--- src/sv/awp_pkg.sv ---
`timescale 1ns / 1ps
`default_nettype none
package awp_pkg;

   // Source frame and output frame geometry.
   localparam int MAX_SRC_DIM = 256;
   localparam int OUT_SIZE    = 112;
   localparam int COORD_W     = 8;
   localparam int PIX_W       = 24;
   localparam int BANK_AW     = 2 * (COORD_W - 1);
   localparam int QUEUE_DEPTH = 4;

   typedef enum logic [2:0] {
      REG_COEF_XX    = 3'd0,
      REG_COEF_XY    = 3'd1,
      REG_OFFSET_X   = 3'd2,
      REG_COEF_YX    = 3'd3,
      REG_COEF_YY    = 3'd4,
      REG_OFFSET_Y   = 3'd5,
      REG_SRC_WIDTH  = 3'd6,
      REG_SRC_HEIGHT = 3'd7
   } csr_index_type;

   typedef enum logic {
      FUNC_LOAD    = 1'b0,
      FUNC_REQUEST = 1'b1
   } func_type;

   typedef struct packed {
      logic               func;
      logic [7:0]         pos_col;
      logic [7:0]         pos_row;
      logic [7:0]         in_red;
      logic [7:0]         in_green;
      logic [7:0]         in_blue;
   } req_type;

   typedef struct packed {
      logic [7:0] out_col;
      logic [7:0] out_row;
      logic [7:0] out_red;
      logic [7:0] out_green;
      logic [7:0] out_blue;
   } rsp_type;

   // One queued transaction: a pixel load or an in-frame request.
   typedef struct packed {
      logic               is_load;
      logic [COORD_W-1:0] col;
      logic [COORD_W-1:0] row;
      logic [PIX_W-1:0]   rgb;
   } item_type;

   // Affine matrix and last valid source index on each axis.
   typedef struct packed {
      logic signed [31:0] coef_xx;
      logic signed [31:0] coef_xy;
      logic signed [31:0] offset_x;
      logic signed [31:0] coef_yx;
      logic signed [31:0] coef_yy;
      logic signed [31:0] offset_y;
      logic [COORD_W-1:0] col_max;
      logic [COORD_W-1:0] row_max;
   } cfg_type;

endpackage
`default_nettype wire

--- src/sv/awp_queue.sv ---
`timescale 1ns / 1ps
`default_nettype none
module awp_queue
   import awp_pkg::*;
(
   input  wire logic     clock,
   input  wire logic     reset,
   input  wire logic     push,
   input  wire item_type push_item,
   output logic          full,
   input  wire logic     pop,
   output logic          pop_valid,
   output item_type      pop_item
);

   localparam int PTR_W = $clog2(QUEUE_DEPTH);

   item_type             slot_ff [QUEUE_DEPTH];
   logic [PTR_W-1:0]     wr_ptr_ff, wr_ptr_in;
   logic [PTR_W-1:0]     rd_ptr_ff, rd_ptr_in;
   logic [PTR_W:0]       count_ff, count_in;
   logic                 do_pop;

   // Pointer and fill count update.
   always_comb begin
      do_pop    = pop && (count_ff != '0);
      wr_ptr_in = push ? wr_ptr_ff + 1'b1 : wr_ptr_ff;
      rd_ptr_in = do_pop ? rd_ptr_ff + 1'b1 : rd_ptr_ff;
      count_in  = count_ff + (PTR_W+1)'(push) - (PTR_W+1)'(do_pop);
      full      = (count_ff == (PTR_W+1)'(QUEUE_DEPTH));
      pop_valid = (count_ff != '0);
      pop_item  = slot_ff[rd_ptr_ff];
   end

   always_ff @(posedge clock) begin
      if (reset) begin
         wr_ptr_ff <= '0;
         rd_ptr_ff <= '0;
         count_ff  <= '0;
      end else begin
         wr_ptr_ff <= wr_ptr_in;
         rd_ptr_ff <= rd_ptr_in;
         count_ff  <= count_in;
      end
   end

   always_ff @(posedge clock) begin
      if (push) begin
         slot_ff[wr_ptr_ff] <= push_item;
      end
   end

endmodule
`default_nettype wire

--- config.mk ---
export PLATFORM = sky130hd
export DESIGN_NAME = awp_queue
export DESIGN_NICKNAME = d
export VERILOG_FILES = /design/src/sv/awp_pkg.sv /design/src/sv/awp_queue.sv
export SDC_FILE = /design/constraint.sdc
export NUM_CORES = 1
export LEC_CHECK = 0
export ABC_AREA = 0
export BUFFER_PORTS_ARGS = -buffer_cell sky130_fd_sc_hd__buf_2
export CAP_MARGIN = 5
export CORE_ASPECT_RATIO = 1.4
export CORE_UTILIZATION = 40
export CTS_CLUSTER_SIZE = 8
export DETAILED_ROUTE_END_ITERATION = 6
export PLACE_DENSITY = 0.56
export RECOVER_POWER = 25
export SLEW_MARGIN = 20
export SYNTH_ARGS = -nofsm -noshare
export SYNTH_HDL_FRONTEND = slang
export SYNTH_SLANG_ARGS = --single-unit
--- constraint.sdc ---
create_clock -name clock -period 4.4 [get_ports clock]
set_clock_uncertainty 0.15 [all_clocks]
set_input_delay 0.66 -clock clock [delete_from_list [all_inputs] [get_ports clock]]
set_output_delay 0.66 -clock clock [all_outputs]
set_load 0.01 [all_outputs]
=== Word-level counts from Yosys, hierarchy flattened ===
Memories as Yosys holds them, arrays and structs flattened. A register that Yosys moved wholly into a read port is not among the register bits.
Index checks and enable logic that the tools add are counted.

* Add/sub/neg operators: 4
* Eq/ne operators: 1
* Multiplexer cells: 4
* Reductions and logical operators: 2

{| class="wikitable"
|+ Operators by type and width
! cell !! number
|-
| $add 2x1->2 const B || 2
|-
| $mux 2 || 2
|-
| $add 3x1->3 || 1
|-
| $eq 3x3->1 const B || 1
|-
| $reduce_bool 3->1 || 1
|-
| $sub 3x1->3 || 1
|-
| $mux 1 || 2
|-
| $logic_and 1x1->1 || 1
|}

* Flip-flop bits (word level): 7
* Bits in writable memories: 164
* Input bits: 45
* Output and inout port bits: 43
* Word-level logic and storage cells: 15
* Memories: 1

{| class="wikitable"
|+ Memories
! memory !! words !! width !! rd ports !! clocked after memory_dff !! wr ports !! RTL line !! RTL
|-
| slot_ff || 4 || 41 || 1 || 1 || 1 || awp_queue.sv:18 || <nowiki>item_type slot_ff [QUEUE_DEPTH];</nowiki>
|}

=== Longest topological paths before layout ===
Gate-level depths: netlist (run 1).

* Depth in word-level cells: 4
* Gate-level depth with buffers: 7
* Depth with buffers taken out: 7

=== Worst setup path after synthesis (run 1) ===
Ideal clock, no wire load.

* Path kind: input -> register
* From: input push
* To: memory slot_ff[0][0] (netlist name), enable pin
* Setup time: 402 ps
* Arrival: 1,654 ps
* Path slack: 2,194 ps
* Cell stages on the path: 1
* Path buffers: 0
* Cells stage by stage: and2_1

* Longest elaborated chain between the ends: 2

{| class="wikitable"
|+ RTL lines
! what !! RTL line !! RTL
|-
| start, declared || awp_queue.sv:8 || <nowiki>input wire logic push,</nowiki>
|-
| $mux 1 || awp_queue.sv:48 || <nowiki>if (push) begin</nowiki>
|-
| $mux 1 (not written as such) || awp_queue.sv:49 || <nowiki>slot_ff[wr_ptr_ff] <= push_item;</nowiki>
|-
| end, declared || awp_queue.sv:18 ||
|}

No other way between the ends.

==> flow_summary.rst, run 1 <==
.. list-table::
   :header-rows: 1

   * - Metric
     - Value
   * - Setup Buffers After CTS
     - 0
   * - Final setup violating endpoints
     - 0
   * - Synthesis Warnings
     - 0
   * - Number of sinks handled by clock tree synthesis
     - 173
   * - Netlist area before placement
     - 0.00644 mm2
   * - Full die area
     - 0.0166 mm2
   * - CTS H-tree depth
     - 4
   * - Maximum number of pins on one net before global-route repair
     - 42
   * - Remaining antenna violation count
     - 0
   * - Register-to-register path setup slack
     - 2.27 ns
   * - Total net switching power
     - 0.988 mW
   * - Crit-path slowest cell
     - dfxtp_2
   * - TritonCTS clock tree
     - yes
   * - Relative slew slack
     - 0.372
   * - Crit path largest cell delay
     - 0.77 ns
   * - Endpoint type of the worst setup path
     - primary output
   * - Final count of pins violating max slew
     - 0
   * - Number of hold buffers added after cts
     - 0
   * - Starting DRC count in detailed routing
     - 82
   * - Clock latency on the worst-skew pair
     - 0.42 ns
   * - Number of hold-slack violations in the final timing report
     - 0
   * - Growth of design area from synthesis to finish
     - 17.9%
   * - Fraction of power consumed by the clock network
     - 0.351
   * - Maximum buffer depth of the clock tree
     - 2
   * - Switching power as a share of total power
     - 0.242
   * - Synth area leaders
     - edfxtp_1, mux4_2, dfxtp_1
   * - Clock root cell
     - clkbuf_16
   * - Area of the core region
     - 0.0157 mm2
   * - Buffers & Inverters on Critical Path
     - 2
   * - Outcome
     - finished clean
   * - Critical Path Fanout Max
     - 23
   * - Unrepaired setup endpoints after global routing
     - no
   * - Combined flip-flop and latch cell area
     - 0.00511 mm2
   * - Number of library cell types mapped by synthesis
     - 23
   * - Count of boundary I/O pins
     - 88
   * - Final cell count without fillers
     - 570
   * - Dpl cell area
     - 0.00706 mm2
   * - Area of the multi-input gates
     - 0.00120 mm2
   * - Maximum operating frequency
     - 0.338 GHz
   * - Cell type with the highest aggregate area in the netlist
     - edfxtp_1
   * - Kind of start point of the critical path
     - flop
   * - Synth Net Count
     - 313
   * - Final min period
     - 2.96 ns
   * - Starting utilization of the core area
     - 0.411
   * - Global-route wire length before repair
     - 16700 um
   * - CP cell instances
     - buf_4, mux4_2, buf_2
   * - Avg Inst Size Synth
     - 24.7 um2
   * - Average routed wire per standard cell
     - 19.2 um
   * - Via count
     - 2905
   * - Number of buffers created by CTS
     - 17
   * - Initial antenna violation count
     - 1
   * - DRC Markers
     - 0
   * - CP required
     - 3.59 ns
   * - Startpoint of the tightest hold check path
     - push_item[15]
   * - Clock slew at reported path FFs
     - 0.06 ns
   * - Peak VDD IR
     - 0.288 mV
   * - Combinational fraction of design power
     - 0.153
   * - Aggregate routed wire length
     - 11000 um
   * - Antenna fix cells
     - 0
   * - Worst hold-check path type
     - in2reg
   * - Yosys reg bits
     - 173
   * - DIE WIDTH
     - 109 um
   * - Total track usage
     - 0.142
   * - Internal power of the cells
     - 3.10 mW
   * - Worst reg2reg endpoint
     - slot_ff[2][1]
   * - Max Cap Viol
     - 0
   * - Total negative setup slack
     - 0 ns
   * - CP Class
     - reg2out
   * - Fraction of layout instances using a drive strength above 1
     - 0.388
   * - Tcrit/Tclk final
     - 0.672
   * - Cell depth of the worst min-delay path
     - 1
   * - IO Port Bufs
     - 87
   * - P per Cell Area
     - 537 mW/mm2
   * - Launch point of the worst reg-to-reg path
     - wr_ptr_ff[0]
   * - Commonest non-fill, non-tap cell in the layout
     - edfxtp_1
   * - Total power after layout
     - 4.08 mW
   * - Top library cells by usage in the layout, fill and taps aside
     - edfxtp_1, buf_2, mux4_2, clkbuf_1, clkbuf_16
   * - Part of the Yosys area used for sequential elements
     - 0.792
   * - Non-Filler Cell Area, Final
     - 0.00760 mm2
   * - Cells after DPL
     - 539
   * - Mean number of vias per cell
     - 5.10
   * - Number of cells traversed by the worst register-to-register path
     - 4
   * - Number of global-route vias before repair
     - 3067
   * - Fraction of post-synthesis cell area in the top cell type by area
     - 0.764
   * - Total congestion overflow
     - 0
   * - Hold Worst Slack
     - 0.312 ns
   * - Arrival time of data at the critical path endpoint
     - 2.15 ns
   * - Post-cts sizing count
     - 0
   * - Drt first pass iters
     - 4
   * - Pleak
     - 2.52 nW
   * - Cell type group with the largest total delay on the critical path
     - flip-flops
   * - Post-Synthesis Cells
     - 261
   * - Final Wtd Congestion
     - 0.667
   * - Number of rows in the core area
     - 54
   * - Number of nets in the layout
     - 414
   * - HPWL after detailed placement
     - 6540 um
   * - Worst Hold End
     - slot_ff[0][15]
   * - Portion of total power attributed to sequential cells
     - 0.496
   * - Fill cells
     - 1350
   * - Die Y-Extent
     - 152 um
   * - Transition at the pin with the smallest max-transition slack
     - 0.942 ns
[worst reg2reg max path, stage by stage (launching register included)]
cell	delay, ns
dfxtp_1	0.35
inv_1	0.09
ha_1	0.13
and2_2	0.76
buf_4	0.34
[sequential cells by signal, summed over array words and instances (netlist names), named ones only]
register,cells
slot_ff,164
count_ff,3
rd_ptr_ff,2
wr_ptr_ff,2
[area by class of cell]
type | count | area share
Clock buffer | 18 | 0.0565
Clock inverter | 13 | 0.0188
Inverter | 6 | 0.00296
Multi-Input combinational cell | 71 | 0.158
Sequential cell | 173 | 0.672
Tap cell | 196 | 0.0323
Timing Repair Buffer | 93 | 0.0589
[logic make-up after synthesis]
group           share of synthesized area
compound gates                    0.00272
xor+xnor                          0.00505
fa+ha+maj                          0.0148
buf+inv                            0.0219
flops                               0.792
mux                                 0.151
simple gates                       0.0126
[routing by layer]
layer  GRT usage  share of wire  vias up
met5           0         0.0015        -
met4      0.0476          0.014        2
met3      0.0479          0.046       18
met2       0.242           0.54       58
met1       0.167           0.40     1536
li1            -              -     1291
[synthesized netlist by cell type, drive strengths merged]
| cell type | instances |
|---|---|
| xor3 | 1 |
| and2 | 4 |
| clkbuf | 1 |
| o31a | 1 |
| buf | 10 |
| nor2 | 5 |
| o311ai | 1 |
| or3 | 1 |
| and3 | 1 |
| edfxtp | 164 |
| ha | 6 |
| xnor2 | 1 |
| mux4 | 41 |
| dfxtp | 9 |
| mux2 | 3 |
| fa | 1 |
| nor2b | 4 |
| inv | 6 |
| mux2i | 1 |
[metrics by stage]
step	setup WS, ns	utilization
3_5_place_dp	1.78	0.450
4_1_cts	1.33	0.487
3_3_place_gp	1.79	0.450
2_1_floorplan	2.19	-
5_1_grt	1.24	0.485
6_report	1.44	0.485
[worst max-delay path by stage]
stage                         end  depth (start not counted)
floorplan           slot_ff[0][0]                          1
global placement     pop_item[37]                          2
detailed placement   pop_item[37]                          2
CTS                  pop_item[37]                          2
global route         pop_item[37]                          2
finish               pop_item[15]                          3
[power by group through the flow]
stage / registers (mW) / clock network, mW / logic (mW)
final: 2.03 / 1.43 / 0.626
after global routing: 2.05 / 1.53 / 0.680
after detailed placement: 2.07 / 0 / 0.642
after CTS: 2.04 / 1.46 / 0.644
after global placement: 2.07 / 0 / 0.633
after floorplan: 1.96 / 0 / 0.556
Note: power is estimated with default switching activity, not from simulation.
==> run 2, diff against run 1 <==
- PLACE_DENSITY: 0.56 -> 0.58
- clock period: 4.4 -> 2.4 ns (I/O delays scaled with it)
==> run 2 against run 1 <==
Net effect:
- core utilization is 2.5 points higher
- count of clock-buffer cells in the layout unchanged
- combinational power grew 130%
- die area is the same
- clock power grew 80%
- cell count increased by 7.0%
- cell area rose by 5.2%
- via count rose by 3.3%
- critical endpoint is now pop_item[37]
==> flow_summary.rst, run 2 (same netlist as run 1, synthesis figures left out) <==
.. list-table::
   :header-rows: 1

   * - Metric
     - Value
   * - Outcome
     - finished clean
   * - Total net switching power
     - 1.87 mW (+90%)
   * - CTS H-tree depth
     - 4 (unchanged)
   * - Die Y-Extent
     - 152 um (unchanged)
   * - Starting DRC count in detailed routing
     - 93 (+13%)
   * - TritonCTS clock tree
     - yes
   * - Peak VDD IR
     - 0.538 mV (+87%)
   * - Clock slew at reported path FFs
     - 0.07 ns (about the same)
   * - Max Cap Viol
     - 0 (unchanged)
   * - Maximum operating frequency
     - 0.448 GHz
   * - Crit path largest cell delay
     - 0.57 ns (-0.20 ns)
   * - DRC Markers
     - 0 (unchanged)
   * - Clock root cell
     - clkbuf_16
   * - Commonest non-fill, non-tap cell in the layout
     - edfxtp_1
   * - Total negative setup slack
     - 0 ns (unchanged)
   * - Area of the core region
     - 0.0157 mm2 (unchanged)
   * - Mean number of vias per cell
     - 4.92 (-3.5%)
   * - Unrepaired setup endpoints after global routing
     - no
   * - Remaining antenna violation count
     - 0 (unchanged)
   * - Fill cells
     - 1318 (-2.4%)
   * - Kind of start point of the critical path
     - flop
   * - Worst slack, placed
     - 0.309 ns (-1.48 ns)
   * - Clock latency on the worst-skew pair
     - 0.42 ns (about the same)
   * - Maximum number of pins on one net before global-route repair
     - 42 (unchanged)
   * - Relative slew slack
     - 0.711 (+0.339)
   * - Final Wtd Congestion
     - 0.684 (+2.5%)
   * - Global-route wire length before repair
     - 16700 um (-0.25%)
   * - Crit-path slowest cell
     - mux4_1
   * - Count of boundary I/O pins
     - 88 (unchanged)
   * - Total congestion overflow
     - 0 (unchanged)
   * - Fraction of layout instances using a drive strength above 1
     - 0.378 (-0.00998)
   * - Register-to-register path setup slack
     - 0.32 ns (-1.95 ns)
   * - Fraction of power consumed by the clock network
     - 0.341 (-0.010)
   * - Combinational fraction of design power
     - 0.189 (+0.036)
   * - Maximum buffer depth of the clock tree
     - 2 (unchanged)
   * - Largest registers
     - slot_ff: 164 flops, count_ff: 3 flops
   * - IO Port Bufs
     - 87 (unchanged)
   * - DIE WIDTH
     - 109 um (unchanged)
   * - Max FFs per register
     - 164 (unchanged)
   * - Worst hold-check path type
     - in2reg
   * - P per Cell Area
     - 947 mW/mm2 (+76%)
   * - Number of rows in the core area
     - 54 (unchanged)
   * - HPWL after detailed placement
     - 6930 um (+5.9%)
   * - Growth of design area from synthesis to finish
     - 24.1%
   * - Final count of pins violating max slew
     - 0 (unchanged)
   * - Internal power of the cells
     - 5.70 mW (+84%)
   * - Layout Utilization
     - 0.510 (+0.0252)
   * - Total track usage
     - 0.143 (+0.000588)
   * - Transition at the pin with the smallest max-transition slack
     - 0.433 ns (-0.509 ns)
   * - Worst path setup slack after routing
     - 0.167 ns (-1.28 ns)
   * - Arrival time of data at the critical path endpoint
     - 1.72 ns (-0.43 ns)
   * - Starting utilization of the core area
     - 0.411 (unchanged)
   * - Number of global-route vias before repair
     - 3207 (+4.6%)
   * - Number of hold-slack violations in the final timing report
     - 0 (unchanged)
   * - Drt first pass iters
     - 5 (+1)
   * - Register containing the most flip-flops in the final layout
     - slot_ff
   * - Initial antenna violation count
     - 1 (unchanged)
   * - Final setup violating endpoints
     - 0 (unchanged)
   * - Full die area
     - 0.0166 mm2 (unchanged)
   * - Endpoint type of the worst setup path
     - primary output
   * - Critical Path Fanout Max
     - 15 (-35%)
   * - CP cell instances
     - buf_12, mux4_1, buf_2
   * - CP Class
     - reg2out
   * - Number of sinks handled by clock tree synthesis
     - 173 (unchanged)
   * - Pleak
     - 2.72 nW (+8.0%)
   * - Number of buffers created by CTS
     - 17 (unchanged)
   * - Portion of total power attributed to sequential cells
     - 0.470 (-0.026)
   * - Average routed wire per standard cell
     - 18.2 um (-5.5%)
   * - Switching power as a share of total power
     - 0.247 (+0.00568)
   * - Final min period
     - 2.23 ns
   * - Top library cells by usage in the layout, fill and taps aside
     - edfxtp_1, buf_2, mux4_2, dlygate4sd3_1, clkbuf_1
   * - Number of nets in the layout
     - 452 (+9.2%)
   * - Via count
     - 3000 (+3.3%)
   * - CP required
     - 1.89 ns (-1.70 ns)
   * - Tcrit/Tclk final
     - 0.931
   * - Aggregate routed wire length
     - 11100 um (+1.1%)
run 2: changes by cell type in the layout (fill, tap and decap cells not counted):
cell,delta
clkinv_4,+3
clkbuf_1,-2
buf_2,+2
clkinvlp_4,-5
inv_6,+2
dlygate4sd3_1,+30
inv_8,+1
bufinv_16,-1
buf_12,+3
clkinv_2,+1
buf_4,+5
diode_2,+1
run 2: stage by stage:
| stage | hold slack, ns | cells | total power, mW | area (um2) |
|---|---|---|---|---|
| floorplan | 0.309 | 261 | 4.61 | 6440 |
| global placement | 0.384 | 546 | 5.01 | 7150 |
| detailed placement | 0.407 | 546 | 5.06 | 7150 |
| CTS | 0.000103 | 608 | 7.69 | 8010 |
| global route | 0.0614 | 610 | 7.89 | 8000 |
| finish | 0.0597 | 610 | 7.57 | 8000 |
run 2: layer usage:
metal  part of all wire  track usage  wire [um]
met1               0.41        0.164       4500
met2               0.54        0.244       5940
met3              0.038       0.0376        421
met4              0.021       0.0686        231
met5                  0            0          0
run 2: timing repair:
action                                 4_1_cts  5_1_grt
gates resized for setup                      0        0
endpoints found under the hold margin      110        4
setup endpoints to repair                   13        0
buffers inserted                             1        0
hold buffers                                29        1
run 2: worst paths after layout:
check / from / endpoint / depth (start not counted)
max: flop / pop_item[37] / 3
min: push_item[7] / slot_ff[2][7] / 1
max reg2reg: count_ff[1] / count_ff[2] / 7
min reg2reg: wr_ptr_ff[0] / wr_ptr_ff[0] / 2
run 2: critical path, delay by kind of cell (launching register included):
| kind | cells | cell delay (ns) |
|---|---|---|
| buffers and inverters | 2 | 0.35 |
| flip-flops | 1 | 0.39 |
| multiplexers | 1 | 0.57 |
run 2: power groups by stage:
stage | sequential [mW] | clock [mW] | combinational [mW]
after detailed placement | 3.65 | 0 | 1.40
after global routing | 3.57 | 2.77 | 1.55
after global placement | 3.64 | 0 | 1.37
after CTS | 3.56 | 2.64 | 1.49
final | 3.56 | 2.58 | 1.43
after floorplan | 3.59 | 0 | 1.02
run 2: layout make-up:
class                   count  area, um2  share of cell area
clock buffers              18        429              0.0537
clock inverters            14        135              0.0169
repair buffers            131        848               0.106
flip-flops and latches    173       5110               0.639
multi-input cells          71       1200               0.150
well taps                 196        245              0.0307
diodes                      1       2.50            0.000313
inverters                   6       22.5             0.00282
